**src/spds_pkg.sv**
```systemverilog
// Shared types, widths and constants for the sensor poll deadline scheduler.
// No dependencies; every other file but the divider imports this package.
`timescale 1ns / 1ps

package spds_pkg;

  localparam int TIME_W      = 48;
  localparam int FRAME_W     = 32;
  localparam int PERIOD_US_W = 26;
  localparam int CFG_DATA_W  = 16;
  localparam int CFG_IDX_W   = 1;
  localparam int MASK_W      = 5;
  localparam int SKIP_W      = 8;
  localparam int SIDX_W      = 3;

  typedef logic [TIME_W-1:0]  time_t;
  typedef logic [FRAME_W-1:0] frame_t;

  localparam logic [CFG_IDX_W-1:0]   CFG_PERIOD_MS    = 1'd0;
  localparam logic [CFG_IDX_W-1:0]   CFG_PRESENT_MASK = 1'd1;

  localparam logic [9:0]             US_PER_MS        = 10'd1000;
  localparam logic [PERIOD_US_W-1:0] PERIOD_US_RESET  = 26'd1000000;
  localparam logic [MASK_W-1:0]      MASK_RESET       = 5'd31;

  localparam logic KIND_START = 1'b0;

  typedef enum logic [3:0] {
    ST_IDLE,
    ST_PREP,
    ST_START_WR,
    ST_SLOT_DIV,
    ST_START_ND,
    ST_PICK,
    ST_BEST,
    ST_BEST_WR,
    ST_NEXT,
    ST_SK_A,
    ST_SK_B,
    ST_DIV_FPER,
    ST_DIV_Q,
    ST_EMIT
  } state_t;

  // Saturating time sum; both operands are already within the time range.
  function automatic time_t sat_add(input time_t a, input time_t b);
    logic [TIME_W:0] s;
    s = {1'b0, a} + {1'b0, b};
    return s[TIME_W] ? '1 : s[TIME_W-1:0];
  endfunction

endpackage

```
**src/spds_if.sv**
```systemverilog
// Handshake channels of the scheduler: trigger items in, poll results out.
// Depends on spds_pkg for field widths.
`timescale 1ns / 1ps

interface spds_in_if;
  import spds_pkg::*;
  logic         valid;
  logic         ready;
  logic         kind;
  time_t        now_us;
  frame_t       frame_number;

  modport source (output valid, kind, now_us, frame_number, input ready);
  modport sink   (input valid, kind, now_us, frame_number, output ready);
endinterface

interface spds_out_if;
  import spds_pkg::*;
  logic              valid;
  logic              ready;
  logic              read_valid;
  logic [SIDX_W-1:0] sensor_index;
  logic [SKIP_W-1:0] skip_frames;
  logic              last;

  modport source (output valid, read_valid, sensor_index, skip_frames, last, input ready);
  modport sink   (input valid, read_valid, sensor_index, skip_frames, last, output ready);
endinterface

```
**src/sensor_poll_deadline_scheduler_core.sv**
```systemverilog
// Sensor poll deadline scheduler, top level. One item at a time.
// Start item: one pass in the shared divider, none with no sensor present.
// Tick item: up to three one-entry-per-cycle due-time scans and up to two divider passes;
// a tick that is not due skips the scans.
// Result beats leave one per cycle, overlapping the next item, which waits while they are held.
// Synchronous active-low reset: due times and times zero, period 1000 ms, mask 31.
`timescale 1ns / 1ps

module sensor_poll_deadline_scheduler_core
  import spds_pkg::*;
#(
  parameter int NUM_SENSORS = 5,
  parameter int MAX_SKIP    = 255
) (
  input  logic                  clk,
  input  logic                  rst_n,
  input  logic                  cfg_we,
  input  logic [CFG_IDX_W-1:0]  cfg_index,
  input  logic [CFG_DATA_W-1:0] cfg_wdata,
  spds_in_if.sink               in_ch,
  spds_out_if.source            out_ch
);

  localparam int IDX_W = (NUM_SENSORS > 1) ? $clog2(NUM_SENSORS) : 1;
  localparam int CNT_W = $clog2(NUM_SENSORS + 1);

  state_t state_r, state_nxt;

  // configuration
  logic [PERIOD_US_W-1:0] period_us_r;
  logic [MASK_W-1:0]      present_r;

  // scheduler state
  time_t  due_r [NUM_SENSORS];
  time_t  next_due_r, slot_r, start_time_r;
  frame_t start_frame_r;

  // per-item working registers
  logic                   kind_r;
  time_t                  now_r, sum_per_r, cand_r, best_due_r;
  time_t                  elapsed_r, remain_r;
  frame_t                 frame_r, fdiff_r;
  logic                   el_neg_r, best_ok_r;
  logic [IDX_W-1:0]       idx_r, best_idx_r;
  logic [NUM_SENSORS-1:0] pick_r;
  logic [SKIP_W-1:0]      skip_r;

  // combinational
  logic [NUM_SENSORS-1:0] pres_v;
  logic [CNT_W-1:0]       count;
  logic                   in_fire, last_idx, cmp_lt, hit;
  time_t                  due_sel, cmp_ref, sum_per, sum_slot;
  logic [TIME_W:0]        el_diff, rm_diff;
  frame_t                 fdiff;
  logic                   short_skip;
  logic [SKIP_W-1:0]      q_skip;

  // shared divider and result stage
  logic  div_start, div_busy, div_done;
  time_t div_a, div_b, div_quo;
  logic  emit_load, emit_idle;

  genvar gi;
  generate
    for (gi = 0; gi < NUM_SENSORS; gi++) begin : g_pres
      if (gi < MASK_W) begin : g_bit
        assign pres_v[gi] = present_r[gi];
      end else begin : g_none
        assign pres_v[gi] = 1'b0;
      end
    end
  endgenerate

  always_comb begin
    count = '0;
    for (int i = 0; i < NUM_SENSORS; i++) begin
      count = count + CNT_W'(pres_v[i]);
    end
  end

  assign in_fire  = in_ch.valid && in_ch.ready;
  assign due_sel  = due_r[idx_r];
  assign last_idx = (idx_r == IDX_W'(NUM_SENSORS - 1));
  assign sum_per  = sat_add(now_r, TIME_W'(period_us_r));
  assign sum_slot = sat_add(now_r, slot_r);
  assign fdiff    = frame_r - start_frame_r;
  assign el_diff  = {1'b0, now_r} - {1'b0, start_time_r};
  assign rm_diff  = {1'b0, next_due_r} - {1'b0, now_r};

  // one comparator serves all three scans
  always_comb begin
    case (state_r)
      ST_PICK: cmp_ref = next_due_r;
      ST_BEST: cmp_ref = best_due_r;
      ST_NEXT: cmp_ref = cand_r;
      default: cmp_ref = next_due_r;
    endcase
    cmp_lt = (due_sel < cmp_ref);
    if (state_r == ST_BEST) begin
      hit = pres_v[idx_r] && (!best_ok_r || cmp_lt);
    end else begin
      hit = pres_v[idx_r] && cmp_lt;
    end
  end

  assign short_skip = (fdiff_r == '0) || el_neg_r || rm_diff[TIME_W] ||
                      (rm_diff[TIME_W-1:0] == '0);

  always_comb begin
    if (div_quo > TIME_W'(MAX_SKIP)) begin
      q_skip = SKIP_W'(MAX_SKIP);
    end else if (div_quo == '0) begin
      q_skip = SKIP_W'(1);
    end else begin
      q_skip = div_quo[SKIP_W-1:0];
    end
  end

  // next state
  always_comb begin
    state_nxt = state_r;
    case (state_r)
      ST_IDLE: begin
        if (in_fire) state_nxt = ST_PREP;
      end
      ST_PREP: begin
        if (kind_r == KIND_START) state_nxt = ST_START_WR;
        else if (count == '0)     state_nxt = ST_EMIT;
        else if (now_r >= next_due_r) state_nxt = ST_PICK;
        else                      state_nxt = ST_SK_A;
      end
      ST_START_WR: begin
        state_nxt = (count == '0) ? ST_START_ND : ST_SLOT_DIV;
      end
      ST_SLOT_DIV: begin
        if (div_done) state_nxt = ST_START_ND;
      end
      ST_START_ND: state_nxt = ST_EMIT;
      ST_PICK: begin
        if (last_idx) state_nxt = ((|pick_r) || hit) ? ST_NEXT : ST_BEST;
      end
      ST_BEST: begin
        if (last_idx) state_nxt = ST_BEST_WR;
      end
      ST_BEST_WR: state_nxt = ST_NEXT;
      ST_NEXT: begin
        if (last_idx) state_nxt = ST_SK_A;
      end
      ST_SK_A: state_nxt = ST_SK_B;
      ST_SK_B: begin
        state_nxt = short_skip ? ST_EMIT : ST_DIV_FPER;
      end
      ST_DIV_FPER: begin
        if (div_done) state_nxt = (div_quo == '0) ? ST_EMIT : ST_DIV_Q;
      end
      ST_DIV_Q: begin
        if (div_done) state_nxt = ST_EMIT;
      end
      ST_EMIT: begin
        if (emit_idle) state_nxt = ST_IDLE;
      end
      default: state_nxt = ST_IDLE;
    endcase
  end

  // control outputs
  always_comb begin
    in_ch.ready = 1'b0;
    div_start   = 1'b0;
    div_a       = remain_r;
    div_b       = div_quo;
    emit_load   = 1'b0;
    case (state_r)
      ST_IDLE: in_ch.ready = 1'b1;
      ST_START_WR: begin
        div_start = (count != '0);
        div_a     = TIME_W'(period_us_r);
        div_b     = TIME_W'(count);
      end
      ST_SK_B: begin
        div_start = !short_skip;
        div_a     = elapsed_r;
        div_b     = TIME_W'(fdiff_r);
      end
      ST_DIV_FPER: begin
        div_start = div_done && (div_quo != '0);
        div_a     = remain_r;
        div_b     = div_quo;
      end
      ST_EMIT: emit_load = emit_idle;
      default: ;
    endcase
  end

  // control and scheduler state
  always_ff @(posedge clk) begin
    if (!rst_n) begin
      state_r       <= ST_IDLE;
      period_us_r   <= PERIOD_US_RESET;
      present_r     <= MASK_RESET;
      next_due_r    <= '0;
      slot_r        <= '0;
      start_time_r  <= '0;
      start_frame_r <= '0;
      for (int i = 0; i < NUM_SENSORS; i++) due_r[i] <= '0;
    end else begin
      state_r <= state_nxt;
      if (cfg_we) begin
        case (cfg_index)
          CFG_PERIOD_MS:    period_us_r <= PERIOD_US_W'(cfg_wdata) * PERIOD_US_W'(US_PER_MS);
          CFG_PRESENT_MASK: present_r   <= cfg_wdata[MASK_W-1:0];
          default: ;
        endcase
      end
      case (state_r)
        ST_PREP: begin
          if (kind_r == KIND_START) begin
            start_time_r  <= now_r;
            start_frame_r <= frame_r;
          end
        end
        ST_START_WR: begin
          for (int i = 0; i < NUM_SENSORS; i++) begin
            if (pres_v[i]) due_r[i] <= sum_per_r;
          end
          if (count == '0) slot_r <= '0;
        end
        ST_SLOT_DIV: begin
          if (div_done) slot_r <= div_quo;
        end
        ST_START_ND: next_due_r <= sum_slot;
        ST_PICK: begin
          if (hit) due_r[idx_r] <= sum_per_r;
        end
        ST_BEST_WR: due_r[best_idx_r] <= sum_per_r;
        ST_NEXT: begin
          if (last_idx) next_due_r <= hit ? due_sel : cand_r;
        end
        default: ;
      endcase
    end
  end

  // per-item working registers
  always_ff @(posedge clk) begin
    case (state_r)
      ST_IDLE: begin
        if (in_fire) begin
          kind_r  <= in_ch.kind;
          now_r   <= in_ch.now_us;
          frame_r <= in_ch.frame_number;
        end
      end
      ST_PREP: begin
        sum_per_r <= sum_per;
        cand_r    <= sum_slot;
        idx_r     <= '0;
        pick_r    <= '0;
        best_ok_r <= 1'b0;
        skip_r    <= '0;
      end
      ST_START_ND: begin
        pick_r <= pres_v;
        skip_r <= (count != '0) ? SKIP_W'(1) : '0;
      end
      ST_PICK: begin
        if (hit) pick_r[idx_r] <= 1'b1;
        idx_r <= last_idx ? '0 : idx_r + 1'b1;
      end
      ST_BEST: begin
        if (hit) begin
          best_idx_r <= idx_r;
          best_due_r <= due_sel;
          best_ok_r  <= 1'b1;
        end
        idx_r <= last_idx ? '0 : idx_r + 1'b1;
      end
      ST_BEST_WR: pick_r[best_idx_r] <= 1'b1;
      ST_NEXT: begin
        if (hit) cand_r <= due_sel;
        idx_r <= last_idx ? '0 : idx_r + 1'b1;
      end
      ST_SK_A: begin
        fdiff_r   <= fdiff;
        elapsed_r <= el_diff[TIME_W-1:0];
        el_neg_r  <= el_diff[TIME_W];
      end
      ST_SK_B: begin
        remain_r <= rm_diff[TIME_W-1:0];
        if (short_skip) skip_r <= SKIP_W'(1);
      end
      ST_DIV_FPER: begin
        // zero frame period: saturate
        if (div_done && div_quo == '0) skip_r <= SKIP_W'(MAX_SKIP);
      end
      ST_DIV_Q: begin
        if (div_done) skip_r <= q_skip;
      end
      default: ;
    endcase
  end

  spds_divider #(
    .WIDTH (TIME_W)
  ) u_div (
    .clk      (clk),
    .rst_n    (rst_n),
    .start    (div_start),
    .dividend (div_a),
    .divisor  (div_b),
    .quotient (div_quo),
    .busy     (div_busy),
    .done     (div_done)
  );

  spds_emitter #(
    .NUM_SENSORS (NUM_SENSORS)
  ) u_emit (
    .clk    (clk),
    .rst_n  (rst_n),
    .load   (emit_load && !div_busy),
    .mask   (pick_r),
    .skip   (skip_r),
    .idle   (emit_idle),
    .out_ch (out_ch)
  );

endmodule

```
**src/spds_divider.sv**
```systemverilog
// Restoring divider, one quotient bit per cycle, shared by every division.
// Depends on nothing but its parameter.
`timescale 1ns / 1ps

module spds_divider #(
  parameter int WIDTH = 48
) (
  input  logic             clk,
  input  logic             rst_n,
  input  logic             start,
  input  logic [WIDTH-1:0] dividend,
  input  logic [WIDTH-1:0] divisor,
  output logic [WIDTH-1:0] quotient,
  output logic             busy,
  output logic             done
);

  localparam int CNT_W = (WIDTH > 1) ? $clog2(WIDTH) : 1;

  logic             busy_r, done_r;
  logic [CNT_W-1:0] cnt_r;
  logic [WIDTH-1:0] rem_r, rem_nxt;
  logic [WIDTH-1:0] quo_r, quo_nxt;
  logic [WIDTH-1:0] div_r;
  logic [WIDTH:0]   rem_sh, diff;

  always_comb begin
    rem_sh = {rem_r, quo_r[WIDTH-1]};
    diff   = rem_sh - {1'b0, div_r};
    if (!diff[WIDTH]) begin
      rem_nxt = diff[WIDTH-1:0];
      quo_nxt = {quo_r[WIDTH-2:0], 1'b1};
    end else begin
      rem_nxt = rem_sh[WIDTH-1:0];
      quo_nxt = {quo_r[WIDTH-2:0], 1'b0};
    end
  end

  always_ff @(posedge clk) begin
    if (!rst_n) begin
      busy_r <= 1'b0;
      done_r <= 1'b0;
    end else begin
      done_r <= 1'b0;
      if (start && !busy_r) begin
        busy_r <= 1'b1;
      end else if (busy_r && cnt_r == '0) begin
        busy_r <= 1'b0;
        done_r <= 1'b1;
      end
    end
  end

  always_ff @(posedge clk) begin
    if (start && !busy_r) begin
      cnt_r <= CNT_W'(WIDTH - 1);
      rem_r <= '0;
      quo_r <= dividend;
      div_r <= divisor;
    end else if (busy_r) begin
      rem_r <= rem_nxt;
      quo_r <= quo_nxt;
      cnt_r <= cnt_r - 1'b1;
    end
  end

  assign quotient = quo_r;
  assign busy     = busy_r;
  assign done     = done_r;

endmodule

```
**src/spds_emitter.sv**
```systemverilog
// Result stage: holds the pick mask of one item and sends one beat per pick, or one beat with read_valid low if none.
// Depends on spds_pkg and the spds_out_if channel.
`timescale 1ns / 1ps

module spds_emitter
  import spds_pkg::*;
#(
  parameter int NUM_SENSORS = 5
) (
  input  logic                   clk,
  input  logic                   rst_n,
  input  logic                   load,
  input  logic [NUM_SENSORS-1:0] mask,
  input  logic [SKIP_W-1:0]      skip,
  output logic                   idle,
  spds_out_if.source             out_ch
);

  localparam int IDX_W = (NUM_SENSORS > 1) ? $clog2(NUM_SENSORS) : 1;

  logic                   busy_r;
  logic [NUM_SENSORS-1:0] mask_r;
  logic [SKIP_W-1:0]      skip_r;
  logic [IDX_W-1:0]       lo_idx;
  logic [NUM_SENSORS-1:0] rest;
  logic                   is_last;

  always_comb begin
    lo_idx = '0;
    for (int i = NUM_SENSORS - 1; i >= 0; i--) begin
      if (mask_r[i]) lo_idx = IDX_W'(i);
    end
    // drop the lowest pick
    rest    = mask_r & (mask_r - 1'b1);
    is_last = (rest == '0);
  end

  always_ff @(posedge clk) begin
    if (!rst_n) begin
      busy_r <= 1'b0;
    end else if (load && !busy_r) begin
      busy_r <= 1'b1;
    end else if (busy_r && out_ch.ready && is_last) begin
      busy_r <= 1'b0;
    end
  end

  always_ff @(posedge clk) begin
    if (load && !busy_r) begin
      mask_r <= mask;
      skip_r <= skip;
    end else if (busy_r && out_ch.ready) begin
      mask_r <= rest;
    end
  end

  assign idle                = !busy_r;
  assign out_ch.valid        = busy_r;
  assign out_ch.read_valid   = |mask_r;
  assign out_ch.sensor_index = (|mask_r) ? SIDX_W'(lo_idx) : '0;
  assign out_ch.skip_frames  = is_last ? skip_r : '0;
  assign out_ch.last         = is_last;

endmodule
```
**src/flat_wrapper.sv**
```systemverilog
// flat-port wrapper written by rule: the top's interface ports become plain ports
module sensor_poll_deadline_scheduler_core_flat import spds_pkg::*;
#(
  parameter int NUM_SENSORS = 5,
  parameter int MAX_SKIP    = 255
)
  (clk, rst_n, cfg_we, cfg_index, cfg_wdata, in_ch_valid, in_ch_kind, in_ch_now_us, in_ch_frame_number, in_ch_ready, out_ch_valid, out_ch_read_valid, out_ch_sensor_index, out_ch_skip_frames, out_ch_last, out_ch_ready);
  spds_in_if in_ch_i ();
  spds_out_if out_ch_i ();
  input  logic clk;
  input  logic rst_n;
  input  logic cfg_we;
  input  logic [CFG_IDX_W-1:0] cfg_index;
  input  logic [CFG_DATA_W-1:0] cfg_wdata;
  input wire logic [$bits(in_ch_i.valid)-1:0] in_ch_valid;
  input wire logic [$bits(in_ch_i.kind)-1:0] in_ch_kind;
  input wire logic [$bits(in_ch_i.now_us)-1:0] in_ch_now_us;
  input wire logic [$bits(in_ch_i.frame_number)-1:0] in_ch_frame_number;
  output wire logic [$bits(in_ch_i.ready)-1:0] in_ch_ready;
  output wire logic [$bits(out_ch_i.valid)-1:0] out_ch_valid;
  output wire logic [$bits(out_ch_i.read_valid)-1:0] out_ch_read_valid;
  output wire logic [$bits(out_ch_i.sensor_index)-1:0] out_ch_sensor_index;
  output wire logic [$bits(out_ch_i.skip_frames)-1:0] out_ch_skip_frames;
  output wire logic [$bits(out_ch_i.last)-1:0] out_ch_last;
  input wire logic [$bits(out_ch_i.ready)-1:0] out_ch_ready;
  assign in_ch_i.valid = in_ch_valid;
  assign in_ch_i.kind = in_ch_kind;
  assign in_ch_i.now_us = in_ch_now_us;
  assign in_ch_i.frame_number = in_ch_frame_number;
  assign in_ch_ready = in_ch_i.ready;
  assign out_ch_valid = out_ch_i.valid;
  assign out_ch_read_valid = out_ch_i.read_valid;
  assign out_ch_sensor_index = out_ch_i.sensor_index;
  assign out_ch_skip_frames = out_ch_i.skip_frames;
  assign out_ch_last = out_ch_i.last;
  assign out_ch_i.ready = out_ch_ready;
  sensor_poll_deadline_scheduler_core #(.NUM_SENSORS(NUM_SENSORS), .MAX_SKIP(MAX_SKIP)) u_core (.clk(clk), .rst_n(rst_n), .cfg_we(cfg_we), .cfg_index(cfg_index), .cfg_wdata(cfg_wdata), .in_ch(in_ch_i), .out_ch(out_ch_i));
endmodule
```
**config.mk**
```make
export PLATFORM = sky130hd
export DESIGN_NAME = sensor_poll_deadline_scheduler_core_flat
export DESIGN_NICKNAME = d
export VERILOG_FILES = /design/src/spds_pkg.sv /design/src/spds_if.sv /design/src/sensor_poll_deadline_scheduler_core.sv /design/src/spds_divider.sv /design/src/spds_emitter.sv /design/src/flat_wrapper.sv
export SDC_FILE = /design/constraint.sdc
export NUM_CORES = 2
export LEC_CHECK = 0
export ABC_AREA = 1
export BUFFER_PORTS_ARGS = -buffer_cell sky130_fd_sc_hd__buf_4
export CORE_MARGIN = 5
export CORE_UTILIZATION = 58
export CTS_BUF_LIST = sky130_fd_sc_hd__clkbuf_8 sky130_fd_sc_hd__clkbuf_16
export DETAILED_ROUTE_END_ITERATION = 10
export MAX_ROUTING_LAYER = met4
export PLACE_DENSITY = 0.78
export SLEW_MARGIN = 20
export SYNTH_ARGS = -nofsm -noshare
export SYNTH_HDL_FRONTEND = slang
export SYNTH_SLANG_ARGS = --single-unit
```
**constraint.sdc**
```tcl
create_clock -name clk -period 7.7 [get_ports clk]
set_clock_uncertainty 0.05 [all_clocks]
set_input_delay 0.385 -clock clk [delete_from_list [all_inputs] [get_ports clk]]
set_output_delay 0.385 -clock clk [all_outputs]
set_load 0.05 [all_outputs]
```
==> parameters.txt <==
Parameter                              Value

Status
  Run status ... finished, final reports clean

Placed design
  DP Wirelength ... approximately 180000 µm
  Cell count after placement ... 9306
  Port buffer count ... around 120
  Routability-driven placement congestion ratio ... 1.079
  Total cell area at the placement stage ... ~0.069 mm²

Synth
  Sequential cell area fraction in the yosys report ... 0.4740
  Multiplexer area fraction after synthesis ... 0
  Dominant cell type by area after synthesis ... edfxtp_1
  Area fraction in compound gates after synthesis ... 0.1524
  Number of different library cells in the post-synthesis netlist ... between 50 and 60
  Number of synthesized register bits ... 1135
  Ranking of synthesized cells by area ... edfxtp_1 (39%), nand2_1 (9.9%), dfxtp_1 (8.1%)
  Synth top area share ... 0.3930
  Count of flip-flops with a built-in enable after synthesis ... 867
  Largest family of logic cells by synthesized area ... simple AND/OR/NAND/NOR gates
  Synthesized cell area ... roughly 0.066 mm²
  Arithmetic-cell share of the synthesized area counting full adders, half adders and majority gates ... 0.08503
  Most frequently used flop master after synthesis ... edfxtp_1
  Syn Nets ... roughly 8400
  Count of yosys warnings during synthesis ... 0
  Asr flop ratio synth ... 0
  Mean instance size in the synthesized netlist ... 8.398 µm²
  Post-synthesis xor/xnor area fraction ... 0.02657
  Synth Area in Simple Gates ... 0.1829
  Cell count after synthesis ... 7889

Timing
  Measured slew at the worst slew-check pin ... between 1000 and 1500 ps
  Top achievable clock speed ... ~150 MHz
  Final count of pins violating max slew ... 0
  Setup violations, final ... 0
  Post-layout minimum cycle time ... around 6500 ps
  Total Neg Setup Slack ... 0 ps
  Final critical-path share of the clock period ... 0.8432
  Normalized max-slew margin ... 0.2432
  Hold Vio Cnt, Final ... 0
  RSZ-0062 raised after global routing ... no
  Worst hold slack ... 93.11 ps

Floorplan
  Placeable Area ... about 0.11 mm²
  Core Rows ... 124
  Die Footprint ... ~0.12 mm²
  Ports placed on the boundary ... roughly 120
  Horizontal die dimension ... 348.0 µm
  Effective utilization at floorplan ... 0.5817
  Height of the die ... 348.0 µm

Drt
  Via count normalized by instance count ... slightly above 6
  Total vias in the final route ... 59060
  Count of TritonRoute iterations in the first routing pass ... 7
  DRC ... 0
  Wirelength, routed ... roughly 240000 µm
  Number of nets still failing antenna checks after routing ... 0
  Final routed wire length divided by cell count ... around 25 µm
  Number of DRC violations after detailed-routing iteration 0 ... 8138

Critical path
  Signal arrival time at the worst endpoint ... 6780 ps
  Kind of capture point of the worst setup path ... register
  Critical Path Fanout Max ... 93
  Startpoint type of the worst setup path ... register
  WS Path Type ... reg2reg
  Endpoint required time on the critical path ... 7980 ps

CTS
  Htree depth ... 3
  TritonCTS clock tree ... built
  Setup bufs post-CTS ... 0
  Clock-pin slew on the worst setup and hold paths ... ~60 ps
  Cts repair resizes ... 0
  Number of sinks driven by the clock tree ... ~1100
  TritonCTS Buffers ... ~120
  CTS Buffer Depth ... 3
  Clock root buffer ... clkbuf_16
  Insertion delay to the later sink of the worst-skew pair ... 730 ps

Hold path
  Class of the most critical hold timing path ... in2reg

Finish
  Number of standard cells in the final layout excluding fillers ... about 9600
  Ratio of cells with drive above 1 in the final layout ... 0.05819
  Final Cell Area ... approximately 0.073 mm²
  Number of nets in the final layout ... ~8500
  P&R area growth vs syn ... 10.72%

Power
  Leak ... between 0.03 and 0.04 µW
  Worst IR Drop VDD ... ~370 µV
  Cell area power density ... roughly 450 mW/mm²

Flow run
  Max-cap violations ... 0

Global routing
  Antenna violations before repair ... 2
  Global route overflow ... 0
  Global-route wire length before repair ... ~350000 µm
  GR Util All Layers ... 0.3983
  Number of global-route vias before repair ... around 56000
  Maximum number of pins on one net before global-route repair ... between 200 and 250
[Yosys cell counts, types with 5 or more instances]
library cell and instances:
nand2_1 1752, inv_1 1075, edfxtp_1 867, a21oi_1 825
nor2_1 656, o21ai_0 538, ha_1 351, nand3_1 301
dfxtp_1 268, clkbuf_1 210, xor2_1 109, a31oi_1 97
xnor2_1 92, o211ai_1 72, a22o_1 62, fa_1 62
nand4_1 62, nor3_1 55, o22ai_1 54, buf_2 53
or2_2 53, nor4_1 44, nand3b_1 26, buf_1 22
a32o_1 20, o21a_1 19, a21boi_0 15, a221oi_1 14
o21bai_1 14, o31ai_1 14, a21o_1 12, o21ai_1 8
o221ai_1 8, a211oi_1 7, clkinv_1 7, inv_2 5
[report_power, final]
part           total [µW]  internal [µW]  leakage, µW  switching [µW]
clock                5770           3250      0.00196            2520
combinational       16500           5020       0.0191           11500
sequential          10400           9000       0.0104            1390
total               32700          17300       0.0315           15400
[per-layer routing]
layer	share of wire	global-route usage	wire [µm]
met5	0	-	0
met4	0.046	0.1443	11090
met3	0.11	0.06734	25430
met2	0.44	0.6033	106900
met1	0.40	0.5457	96990
[kinds of logic after synthesis]
group | after synthesis
AOI/OAI and AO/OA | 1801
DFF | 1135
buffers and inverters | 1375
adders and majority gates | 413
and+or+nand+nor | 2964
xor gates and xnor gates | 201
[layout by cell type (no fill, tap or decap), drive strengths merged, types with 13 or more instances in the layout]
cell type,count
ha,351
o21bai,14
a22o,62
xor2,109
fa,62
a221oi,14
clkbuf,121
nor3,55
nand2,1754
nor2,657
a21oi,825
o211ai,72
a21boi,15
nand3,302
dfxtp,268
a32o,20
o22ai,54
xnor2,92
or2,53
edfxtp,867
clkinv,48
buf,193
inv,1111
nand3b,26
bufinv,13
a31oi,97
nor4,44
o21a,19
dlygate4sd3,84
o31ai,14
nand4,62
o21ai,548
[worst max-delay path: stages, from the launching register on]
cell	delay (ps)
dfxtp_4	650
inv_4	750
buf_4	550
o21ai_0	150
o22ai_1	180
nor2_1	70
a31oi_1	370
ha_1	350
a21oi_1	190
o21a_1	160
o221ai_1	160
nand2_1	110
nand4_1	90
a21oi_1	140
nand2_1	100
nand2_1	90
nand2_2	390
o21ai_4	420
nand4_1	190
o211ai_1	160
buf_4	700
[stage by stage]
stage	setup slack (ps)	util	total power [µW]
global route	883.8	0.6441	34490
floorplan	542.7	-	20730
finish	1208	0.6441	32700
CTS	1404	0.6440	32150
global placement	1660	0.6025	25880
detailed placement	1512	0.6027	26240
[registers in the layout (all words and copies together) (netlist names), 6 cells and up, named ones only]
register,count
u_core.remain_r,48
u_core.start_time_r,48
u_core.now_r,48
u_core.slot_r,48
u_core.elapsed_r,48
u_core.sum_per_r,48
u_core.u_div.rem_r,48
u_core.next_due_r,48
u_core.best_due_r,48
u_core.u_emit.skip_r,8
u_core.skip_r,8
u_core.u_div.quotient,48
u_core.fdiff_r,32
u_core.cand_r,48
u_core.period_us_r,23
u_core.due_r,384
u_core.u_div.div_r,48
u_core.frame_r,32
u_core.start_frame_r,32
u_core.u_div.cnt_r,6
[cell type report]
type / count / area [µm²]
clock buffer: 121 / 2983
sequential: 1135 / 31410
timing repair buffer: 277 / 2376
clock inverter: 95 / 873.3
tap: 1512 / 1892
multi-input combinational: 5379 / 29730
fill: 9364 / 40530
inverter: 1087 / 4086
antenna: 3 / 7.507
[worst paths after layout]
kind | startpoint | endpoint | slack [ps] | cells past startpoint
max | register | u_core.due_r[3][15] | 1210 | 20
min | cfg_wdata[1] | u_core.period_us_r[4] | 90 | 3
max reg2reg | register | u_core.due_r[3][15] | 1210 | 20
min reg2reg | u_core.skip_r[0] | u_core.u_emit.skip_r[0] | 370 | 0
[what timing repair did]
item                                   4_1_cts  5_1_grt
endpoints found under the hold margin       84        0
hold buffers                                84        0
setup endpoints to repair                    0        0
Note: power is estimated with default switching activity, not from simulation.
